[src/acr_pkg.sv]
// Shared types and constants for the rectangle collision response pipeline.
// No dependencies; imported by every module under src.
`timescale 1ns / 1ps

package acr_pkg;

	// Default coordinate width: signed centers and velocities, sizes one bit narrower
	localparam int COORD_BITS_DEF = 24;

	localparam logic [7:0] REST_LIMIT_RESET = 8'd3;

	// Push direction codes, 2-bit two's complement
	localparam logic signed [1:0] NORM_ZERO = 2'sb00;
	localparam logic signed [1:0] NORM_POS  = 2'sb01;
	localparam logic signed [1:0] NORM_NEG  = 2'sb11;

	// Per-axis status handed from the span stages to the decision stages
	typedef struct packed {
		logic overlap;   // spans overlap on this axis
		logic neg;       // entry normal is -1 (else +1)
		logic usable;    // velocity nonzero and along the normal
		logic slow;      // |v| below rest_limit
	} axis_flags_t;

endpackage

[src/acr_axis.sv]
// One axis of the collision test: span bounds (stage 1), overlap, side and
// push-out distance at double scale (stage 2). Depends on acr_pkg.
`timescale 1ns / 1ps

module acr_axis import acr_pkg::*; #(
	parameter int COORD_BITS = COORD_BITS_DEF
) (
	input  logic                         clk,
	input  logic                         en_s1,
	input  logic                         en_s2,
	input  logic [7:0]                   rest_limit,
	input  logic signed [COORD_BITS-1:0] c1,
	input  logic        [COORD_BITS-2:0] s1,
	input  logic signed [COORD_BITS-1:0] c2,
	input  logic        [COORD_BITS-2:0] s2,
	input  logic signed [COORD_BITS-1:0] v,
	output axis_flags_t                  flags,
	output logic        [COORD_BITS-1:0] dist2,
	output logic        [COORD_BITS-1:0] mag
);

	localparam int W = COORD_BITS;

	logic signed [W+1:0] lo1_c, hi1_c, lo2_c, hi2_c;
	logic        [W-1:0] vu, mag_c;

	logic signed [W+1:0] lo1_s1, hi1_s1, lo2_s1, hi2_s1;
	logic        [W-1:0] mag_s1;
	logic                vneg_s1, vnz_s1;

	logic signed [W+2:0] da, db;
	logic                lt, ov;
	logic        [W-1:0] dsel;

	axis_flags_t         flags_s2;
	logic        [W-1:0] dist2_s2, mag_s2;

	// Spans at twice the scale so half sizes stay exact
	always_comb begin
		lo1_c = ((W+2)'(c1) <<< 1) - $signed({3'b000, s1});
		hi1_c = ((W+2)'(c1) <<< 1) + $signed({3'b000, s1});
		lo2_c = ((W+2)'(c2) <<< 1) - $signed({3'b000, s2});
		hi2_c = ((W+2)'(c2) <<< 1) + $signed({3'b000, s2});
		vu    = v;
		mag_c = vu[W-1] ? (~vu + W'(1)) : vu;
	end

	always_ff @(posedge clk) begin
		if (en_s1) begin
			lo1_s1  <= lo1_c;
			hi1_s1  <= hi1_c;
			lo2_s1  <= lo2_c;
			hi2_s1  <= hi2_c;
			mag_s1  <= mag_c;
			vneg_s1 <= v[W-1];
			vnz_s1  <= (v != '0);
		end
	end

	// Both candidate distances in parallel; the side picks one
	always_comb begin
		lt   = lo1_s1 < lo2_s1;
		da   = (W+3)'(hi1_s1) - (W+3)'(lo2_s1);
		db   = (W+3)'(hi2_s1) - (W+3)'(lo1_s1);
		ov   = lt ? (!da[W+2] && (da != '0)) : (!db[W+2] && (db != '0));
		dsel = lt ? da[W-1:0] : db[W-1:0];
	end

	always_ff @(posedge clk) begin
		if (en_s2) begin
			flags_s2.overlap <= ov;
			flags_s2.neg     <= !lt;
			flags_s2.usable  <= vnz_s1 && (lt ? !vneg_s1 : vneg_s1);
			flags_s2.slow    <= mag_s1 < W'(rest_limit);
			dist2_s2         <= dsel;
			mag_s2           <= mag_s1;
		end
	end

	assign flags = flags_s2;
	assign dist2 = dist2_s2;
	assign mag   = mag_s2;

endmodule

[src/acr_choose.sv]
// Axis choice: entry-time cross products (stage 3), then the compare, normal
// and rounded penetration into the output register (stage 4). Depends on acr_pkg.
`timescale 1ns / 1ps

module acr_choose import acr_pkg::*; #(
	parameter int COORD_BITS = COORD_BITS_DEF
) (
	input  logic                   clk,
	input  logic                   en_s3,
	input  logic                   en_s4,
	input  axis_flags_t            fx,
	input  axis_flags_t            fy,
	input  logic [COORD_BITS-1:0]  dx2,
	input  logic [COORD_BITS-1:0]  dy2,
	input  logic [COORD_BITS-1:0]  ax,
	input  logic [COORD_BITS-1:0]  ay,
	output logic                   hit,
	output logic signed [1:0]      normal_x,
	output logic signed [1:0]      normal_y,
	output logic [COORD_BITS-2:0]  penetration
);

	localparam int W = COORD_BITS;

	axis_flags_t      fx_s3, fy_s3;
	logic [W-1:0]     dx_s3, dy_s3;
	logic [2*W-1:0]   px_s3, py_s3;

	logic             hit_c, pick_x;
	logic [W:0]       rnd;
	logic signed [1:0] nx_c, ny_c;
	logic [W-2:0]     pen_c;

	logic             hit_s4;
	logic signed [1:0] nx_s4, ny_s4;
	logic [W-2:0]     pen_s4;

	// x entry is earlier when dx2/|vx| < dy2/|vy|, i.e. dx2*|vy| < dy2*|vx|
	always_ff @(posedge clk) begin
		if (en_s3) begin
			fx_s3 <= fx;
			fy_s3 <= fy;
			dx_s3 <= dx2;
			dy_s3 <= dy2;
			px_s3 <= (2*W)'(dx2) * (2*W)'(ay);
			py_s3 <= (2*W)'(dy2) * (2*W)'(ax);
		end
	end

	always_comb begin
		hit_c  = fx_s3.overlap && fy_s3.overlap;
		pick_x = fx_s3.usable && (!fy_s3.usable || (px_s3 < py_s3));
		rnd    = (W+1)'(pick_x ? dx_s3 : dy_s3) + (W+1)'(1);
		nx_c   = NORM_ZERO;
		ny_c   = NORM_ZERO;
		pen_c  = '0;
		if (hit_c && !(fx_s3.slow && fy_s3.slow)) begin
			pen_c = rnd[W-1:1];
			if (pick_x) begin
				nx_c = fx_s3.neg ? NORM_NEG : NORM_POS;
			end else begin
				ny_c = fy_s3.neg ? NORM_NEG : NORM_POS;
			end
		end
	end

	always_ff @(posedge clk) begin
		if (en_s4) begin
			hit_s4 <= hit_c;
			nx_s4  <= nx_c;
			ny_s4  <= ny_c;
			pen_s4 <= pen_c;
		end
	end

	assign hit         = hit_s4;
	assign normal_x    = nx_s4;
	assign normal_y    = ny_s4;
	assign penetration = pen_s4;

endmodule

[src/aabb_collision_response.sv]
// Rectangle collision response, four-stage pipeline: spans, overlap/distance,
// entry-time products, decision into the output register.
// Throughput one item per cycle, each stage holding only while the stage after it
// is full and stalled.
// Reset: all stage valid bits clear, rest_limit returns to 3.
`timescale 1ns / 1ps

module aabb_collision_response import acr_pkg::*; #(
	parameter int COORD_BITS = COORD_BITS_DEF
) (
	input  logic                         clk,
	input  logic                         arst_n,
	input  logic                         rest_limit_we,
	input  logic [7:0]                   rest_limit_wdata,
	input  logic                         in_valid,
	output logic                         in_ready,
	input  logic signed [COORD_BITS-1:0] first_x,
	input  logic signed [COORD_BITS-1:0] first_y,
	input  logic        [COORD_BITS-2:0] first_width,
	input  logic        [COORD_BITS-2:0] first_height,
	input  logic signed [COORD_BITS-1:0] second_x,
	input  logic signed [COORD_BITS-1:0] second_y,
	input  logic        [COORD_BITS-2:0] second_width,
	input  logic        [COORD_BITS-2:0] second_height,
	input  logic signed [COORD_BITS-1:0] vel_x,
	input  logic signed [COORD_BITS-1:0] vel_y,
	output logic                         out_valid,
	input  logic                         out_ready,
	output logic                         hit,
	output logic signed [1:0]            normal_x,
	output logic signed [1:0]            normal_y,
	output logic        [COORD_BITS-2:0] penetration
);

	logic [7:0] rest_limit_q;
	logic       v_s1, v_s2, v_s3, v_s4;
	logic       rdy1, rdy2, rdy3, rdy4;

	axis_flags_t            fx, fy;
	logic [COORD_BITS-1:0]  dx2, dy2, ax, ay;

	always_ff @(posedge clk or negedge arst_n) begin
		if (!arst_n) begin
			rest_limit_q <= REST_LIMIT_RESET;
		end else if (rest_limit_we) begin
			rest_limit_q <= rest_limit_wdata;
		end
	end

	// A stage loads when it is empty or its content moves on this cycle
	assign rdy4 = !v_s4 || out_ready;
	assign rdy3 = !v_s3 || rdy4;
	assign rdy2 = !v_s2 || rdy3;
	assign rdy1 = !v_s1 || rdy2;

	always_ff @(posedge clk or negedge arst_n) begin
		if (!arst_n) begin
			v_s1 <= 1'b0;
			v_s2 <= 1'b0;
			v_s3 <= 1'b0;
			v_s4 <= 1'b0;
		end else begin
			if (rdy1) v_s1 <= in_valid;
			if (rdy2) v_s2 <= v_s1;
			if (rdy3) v_s3 <= v_s2;
			if (rdy4) v_s4 <= v_s3;
		end
	end

	assign in_ready  = rdy1;
	assign out_valid = v_s4;

	acr_axis #(.COORD_BITS(COORD_BITS)) u_axis_x (
		.clk        (clk),
		.en_s1      (rdy1),
		.en_s2      (rdy2),
		.rest_limit (rest_limit_q),
		.c1         (first_x),
		.s1         (first_width),
		.c2         (second_x),
		.s2         (second_width),
		.v          (vel_x),
		.flags      (fx),
		.dist2      (dx2),
		.mag        (ax)
	);

	acr_axis #(.COORD_BITS(COORD_BITS)) u_axis_y (
		.clk        (clk),
		.en_s1      (rdy1),
		.en_s2      (rdy2),
		.rest_limit (rest_limit_q),
		.c1         (first_y),
		.s1         (first_height),
		.c2         (second_y),
		.s2         (second_height),
		.v          (vel_y),
		.flags      (fy),
		.dist2      (dy2),
		.mag        (ay)
	);

	acr_choose #(.COORD_BITS(COORD_BITS)) u_choose (
		.clk         (clk),
		.en_s3       (rdy3),
		.en_s4       (rdy4),
		.fx          (fx),
		.fy          (fy),
		.dx2         (dx2),
		.dy2         (dy2),
		.ax          (ax),
		.ay          (ay),
		.hit         (hit),
		.normal_x    (normal_x),
		.normal_y    (normal_y),
		.penetration (penetration)
	);

	// A miss carries no normal and no distance
	a_miss_clean: assert property (@(posedge clk) disable iff (!arst_n)
		out_valid && !hit |-> normal_x == NORM_ZERO && normal_y == NORM_ZERO
			&& penetration == '0)
		else $error("miss result with nonzero normal or penetration");

	// Only one axis is ever chosen
	a_one_axis: assert property (@(posedge clk) disable iff (!arst_n)
		out_valid |-> normal_x == NORM_ZERO || normal_y == NORM_ZERO)
		else $error("both normals set");

	// An item in stage 3 that may advance shows up at the output next cycle
	a_advance: assert property (@(posedge clk) disable iff (!arst_n)
		v_s3 && rdy4 |=> out_valid)
		else $error("item lost between stage 3 and output");

endmodule

[config.mk]
export PLATFORM = sky130hd
export DESIGN_NAME = aabb_collision_response
export DESIGN_NICKNAME = d
export VERILOG_FILES = /design/src/acr_pkg.sv /design/src/acr_axis.sv /design/src/acr_choose.sv /design/src/aabb_collision_response.sv
export SDC_FILE = /design/constraint.sdc
export NUM_CORES = 2
export LEC_CHECK = 0
export BUFFER_PORTS_ARGS = -buffer_cell sky130_fd_sc_hd__clkbuf_2
export CAP_MARGIN = 15
export CORE_MARGIN = 1
export CORE_UTILIZATION = 65
export DETAILED_ROUTE_END_ITERATION = 7
export GPL_TIMING_DRIVEN = 0
export HOLD_SLACK_MARGIN = 0.02
export PLACE_DENSITY = 0.83
export SYNTH_ARGS = -nofsm -noshare
export SYNTH_HDL_FRONTEND = slang
export SYNTH_SLANG_ARGS = --single-unit
[constraint.sdc]
create_clock -name clk -period 14.8 [get_ports clk]
set_clock_uncertainty 0.2 [all_clocks]
set_input_delay 2.22 -clock clk [delete_from_list [all_inputs] [get_ports clk]]
set_output_delay 2.22 -clock clk [all_outputs]
set_load 0.01 [all_outputs]
# [Word-level counts from Yosys, hierarchy flattened]
# Index checks and enable logic that the tools add are counted.
[classes] muxes=11 n_mul=2 add_sub_neg=15 n_lt_le_gt_ge=5 bitwise=3 reduce_logical=37
[op_table] operator="27-bit nonzero test" count=4
[op_table] operator="26-bit by 26-bit subtractor with 27-bit output" count=4
[op_table] operator="25-bit by 24-bit adder with 26-bit output" count=4
[op_table] operator="25-bit by 24-bit subtractor with 26-bit output" count=4
[op_table] operator="24-bit by 24-bit multiplier with 48-bit output" count=2
[op_table] operator="24-bit by 1-bit adder with 24-bit output (second input constant)" count=3
[op_table] operator="24-bit 2-to-1 mux" count=3
[op_table] operator="26-bit less-than comparator" count=2
[op_table] operator="24-bit by 8-bit less-than comparator with 1-bit output" count=2
[op_table] operator="48-bit less-than comparator" count=1
[op_table] operator="24-bit inverter" count=2
[op_table] operator="24-bit nonzero test" count=2
[op_table] operator="23-bit 2-to-1 mux" count=2
[op_table] operator="1-bit logical NOT" count=14
[op_table] operator="1-bit logical AND" count=10
[op_table] operator="1-bit logical OR" count=5
[op_table] operator="1-bit 2-to-1 mux" count=4
[op_table] operator="2-bit 2-to-1 mux" count=2
[op_table] operator="2-bit AND reduction" count=1
[op_table] operator="2-bit OR reduction" count=1
[op_table] operator="1-bit inverter" count=1
[totals] ff_bits=556 elab_cells=122 out_inout_bits=30

# [Logic depth before layout (Yosys ltp)]
[logic_depth] word_depth=5 depth_mapped=28 mapped_depth_nobuf=27

# [Cells and area by module]
# From an unflattened synthesis, not the netlist that was laid out.
[hier_totals] cells_unflattened=7898 hier_area_um2=74739.2
[modules_own_cells] module="acr_choose" n_inst=1 area_each_um2=45443.6 cells_each=4834 seq_area_each_um2=5405.2
[modules_own_cells] module="acr_axis" n_inst=2 area_each_um2=14398.8 cells_each=1517 seq_area_each_um2=5405.2
[modules_own_cells] module="aabb_collision_response" n_inst=1 area_each_um2=498.0 cells_each=30 seq_area_each_um2=302.8

# [Worst setup path before layout]
# OpenSTA, ideal clock, no wires.
[synth_path] path_type="input port to flip-flop" start="input port out_ready" end="register u_axis_x.hi1_s1[0] (enable)" setup_slack_ps=1949 required_ps=11447 arrival_time_ps=9499 stages=2 cell_sequence="nor2b_1 -> nand4_1"
[synth_between] elab_chain_cells=4
[synth_rtl] element="start, declared" line="aabb_collision_response.sv:28" text="input logic out_ready,"
[synth_rtl] element="1-bit logical OR" line="aabb_collision_response.sv:51" text="assign rdy4 = !v_s4 || out_ready;"
[synth_rtl] element="1-bit logical OR" line="aabb_collision_response.sv:52" text="assign rdy3 = !v_s3 || rdy4;"
[synth_rtl] element="1-bit logical OR" line="aabb_collision_response.sv:53" text="assign rdy2 = !v_s2 || rdy3;"
[synth_rtl] element="1-bit logical OR" line="aabb_collision_response.sv:54" text="assign rdy1 = !v_s1 || rdy2;"
[synth_rtl] element="named net in_ready" line="aabb_collision_response.sv:16" text="output logic in_ready,"
[synth_rtl] element="end signal, assigned" line="acr_axis.sv:51" text="hi1_s1 <= hi1_c;"
[synth_rtl] element="end, declared" line="acr_axis.sv:27" text="logic signed [W+1:0] lo1_s1, hi1_s1, lo2_s1, hi2_s1;"
# The timed path passes the listed nets, and every way through them passes these cells.
# A chain may end at the register's enable or synchronous reset.

# [Worst setup path after layout]
[layout_path] start="register u_axis_y.dist2_s2[17], in the netlist u_axis_y.dist2[17]" end="register u_choose.py_s3[47] (data pin)"
[layout_between] elab_chain_cells=1
[layout_rtl] element="start, declared" line="acr_axis.sv:36" text="logic [W-1:0] dist2_s2, mag_s2;"
[layout_rtl] element="start signal, assigned" line="acr_axis.sv:75" text="dist2_s2 <= dsel;"
[layout_rtl] element="24-bit by 24-bit multiplier with 48-bit output" line="acr_choose.sv:46" text="py_s3 <= (2*W)'(dy2) * (2*W)'(ax);"
[layout_rtl] element="end signal, assigned" line="acr_choose.sv:46"
[layout_rtl] element="end, declared" line="acr_choose.sv:27" text="logic [2*W-1:0] px_s3, py_s3;"
# Every way passes these cells.

==> flow_metrics.env <==
export IMPL_first_global_vias=58450
export IMPL_drtIter0Drc=4778
export IMPL_hold_path_end="u_choose.fy_s3[0]$_DFFE_PP_"
export IMPL_cts_sinks=552
export IMPL_min_from="u_axis_y.flags[0]$_DFFE_PP_"
export IMPL_ys_ff_latch=552
export IMPL_fin_area_um2=79250
export IMPL_yosys_warnings=0
export IMPL_worst_hold_path_num_cells=0
export IMPL_start_util=0.6598
export IMPL_clk_path_buf_depth=3
export IMPL_synthCells=7633
export IMPL_drc=0
export IMPL_synth_async_reset_ratio=0.02174
export IMPL_worstPathArrival_ns=9.67
export IMPL_cts_resized=0
export IMPL_r2r_slack_ns=5.33
export IMPL_ys_seq_area_frac=0.2250
export IMPL_status="finished, final reports clean"
export IMPL_period_share=0.6400
export IMPL_final_common_cell="inv_1"
export IMPL_r2r_end="u_choose.py_s3[47]$_DFFE_PP_"
export IMPL_synthesis_nets=9600
export IMPL_ctsHoldBuffers=0
export IMPL_synth_top_area_frac=0.2661
export IMPL_cts_tree="built"
export IMPL_grt_pass1_wl_mm=331.9
export IMPL_cts_htree_levels=2
export IMPL_die_x_um=338.1
export IMPL_cts_made_buffers=61
export IMPL_die_area_um2=114300
export IMPL_cts_setup_buffers=0
export IMPL_worstPathMaxFanout=10
export IMPL_dpl_hpwl_mm=178.1
export IMPL_syn_area_per_cell_um2=9.620
export IMPL_grt_max_degree=77
export IMPL_maxCapViolCount=0
export IMPL_drive_above_1_share=0.05841
export IMPL_nets=9962
export IMPL_fin_crit_ns=9.473
export IMPL_critPathLaunchType="flip-flop"
export IMPL_wl_per_cell_um=22.74
export IMPL_via_per_inst=5.899
export IMPL_cts_root_buf="clkbuf_16"
export IMPL_setup_worst_path_end_class="flip-flop"
export IMPL_routed_wl_mm=217.1
export IMPL_max_freq_ghz=0.1056
export IMPL_rows=122
export IMPL_syn2layout_area_growth_pct=7.934
export IMPL_syn_area_um2=73430
export IMPL_fp_dieH_um=338.1
export IMPL_core_um2=111300
export IMPL_antenna_found_initial=31
export IMPL_route_vias_total=56310
export IMPL_overflow=0
export IMPL_synth_edf_count=540
export IMPL_clk_pin_slew_ns=0.06
export IMPL_min_path_type="flip-flop to flip-flop"
export IMPL_tightestPinTransition_ns=1.222
export IMPL_synth_top_area_cell="fa_1"
export IMPL_pin_count=279
export IMPL_timing_rr_start="u_axis_y.dist2[17]$_DFFE_PP_"
export IMPL_netlist_top_cells_area="fa_1, edfxtp_1, ha_1, inv_1, and2_1"
export IMPL_globalplace_congestion=1.047
export IMPL_cp_required_ns=15.00
export IMPL_grtUsageTotal=0.3835
export IMPL_rsz0062_at_grt="false"
export IMPL_slew_violations=0
export IMPL_setup_viol=0
export IMPL_yosysUniqueCellTypes=86
export IMPL_rr_worst_depth=25
export IMPL_relSlewSlack=0.1643
export IMPL_final_cell_mix="inv_1, fa_1, ha_1"
export IMPL_critPathKind="flip-flop to flip-flop"
export IMPL_first_pass_iters=6
export IMPL_placed_cell_area_um2=77070
export IMPL_io_buffers=278
export IMPL_clk_insertion_delay_late_ns=0.67
export IMPL_finalHoldViolations=0
export IMPL_ant_nets=0
export IMPL_synthFlopType="edfxtp_1"
## cells in the mapped netlist (11+ instances only)
library cell	instances
a2111oi_0	13
a211oi_1	53
a21boi_0	15
a21o_1	106
a21oi_1	276
a31o_2	13
a31oi_1	40
and2_1	624
and3_1	46
clkbuf_1	266
edfxtp_1	540
fa_1	976
ha_1	742
inv_1	1496
mux2_2	25
mux2i_1	28
nand2_1	712
nand2b_1	61
nand3_1	76
nand4_1	39
nor2_1	297
nor2b_1	52
nor3_1	89
nor4_1	23
o2111ai_1	11
o211ai_1	26
o21a_1	49
o21ai_0	154
o21ai_1	19
o21bai_1	59
o31ai_1	36
o41ai_1	21
or2_2	17
or3_1	33
or4_1	16
xnor2_1	298
xor2_1	111
## critical path, cell delays in order (launching register included)
cell and delay [ns]:
edfxtp_1 0.77, clkbuf_1 0.74, nand2_1 0.34, fa_1 0.60, inv_1 0.05, fa_1 0.47, inv_1 0.06, fa_1 0.50
fa_1 0.51, inv_1 0.05, fa_1 0.49, fa_1 0.49, inv_1 0.06, fa_1 0.48, inv_1 0.06, ha_1 0.36
and4_1 0.27, and2_1 0.18, nand3b_1 0.11, o211ai_1 0.52, a41oi_1 0.35, o31ai_1 0.52, a221o_1 0.35, nand2_1 0.11
a221oi_1 0.41, xnor2_1 0.15
## state kept, by name, summed over array words and instances (netlist names), 26 cells and up
signal,count
u_axis_x.hi1_s1,26
u_choose.px_s3,48
u_choose.py_s3,48
u_axis_y.hi2_s1,26
u_axis_y.hi1_s1,26
u_axis_x.hi2_s1,26
## logic make-up (layout without fill, tap and decap cells)
kind of cell	after synthesis	in the layout	synth area share
AOI/OAI and AO/OA	994	994	0.08871
xor gates and xnor gates	409	409	0.04879
buffers and inverters	1771	2184	0.09065
DFF	552	552	0.2250
and+or+nand+nor	2135	2135	0.1464
muxes	54	54	0.007958
adders and majority gates	1718	1718	0.3925
other	0	12	0
## per-stage QoR
stage | util | hold slack [ns] | std cells | TNS, ns | worst slack (ns)
floorplan | - | 0.2003 | 7633 | 0 | 1.949
global placement | 0.6891 | 0.2042 | 9399 | -482.34 | -2.335
detailed placement | 0.6926 | 0.2045 | 9419 | 0 | 5.514
CTS | 0.7117 | 0.2184 | 9533 | 0 | 5.484
global route | 0.7119 | 0.2247 | 9535 | 0 | 5.014
finish | 0.7122 | 0.2194 | 9546 | 0 | 5.327
## worst max-delay path by stage
stage | to | slack [ns] | depth (start not counted) | start
after CTS | u_choose.py_s3[47]$_DFFE_PP_ | 5.48 | 25 | u_axis_y.dist2[17]$_DFFE_PP_
after floorplan | u_axis_x.hi1_s1[0]$_DFFE_PP_ | 1.95 | 2 | out_ready
after global placement | in_ready | -2.34 | 4 | out_ready
final | u_choose.py_s3[47]$_DFFE_PP_ | 5.33 | 25 | u_axis_y.dist2[17]$_DFFE_PP_
after detailed placement | u_choose.py_s3[47]$_DFFE_PP_ | 5.51 | 25 | u_axis_y.dist2[17]$_DFFE_PP_
after global routing | u_choose.py_s3[47]$_DFFE_PP_ | 5.01 | 25 | u_axis_y.dist2[17]$_DFFE_PP_
## routing by layer
layer,global-route usage,up-vias,wire (um)
li1,-,25240,-
met1,0.4916,27740,84050
met2,0.6116,2703,97920
met3,0.1046,593,24040
met4,0.1665,38,10810
met5,0,-,252
## cell type report
type | instances | area, um^2
antenna | 12 | 30.03
buffer | 275 | 1041
clock buffer | 67 | 1549
clock inverter | 47 | 585.6
fill | 8433 | 32030
inverter | 1496 | 5615
multi-input combinational | 5310 | 50270
sequential | 552 | 16520
tap | 1488 | 1862
timing repair buffer | 299 | 1778
Power is not shown: default switching activity piles up to over one toggle a cycle in this logic, so the estimate is an artifact.
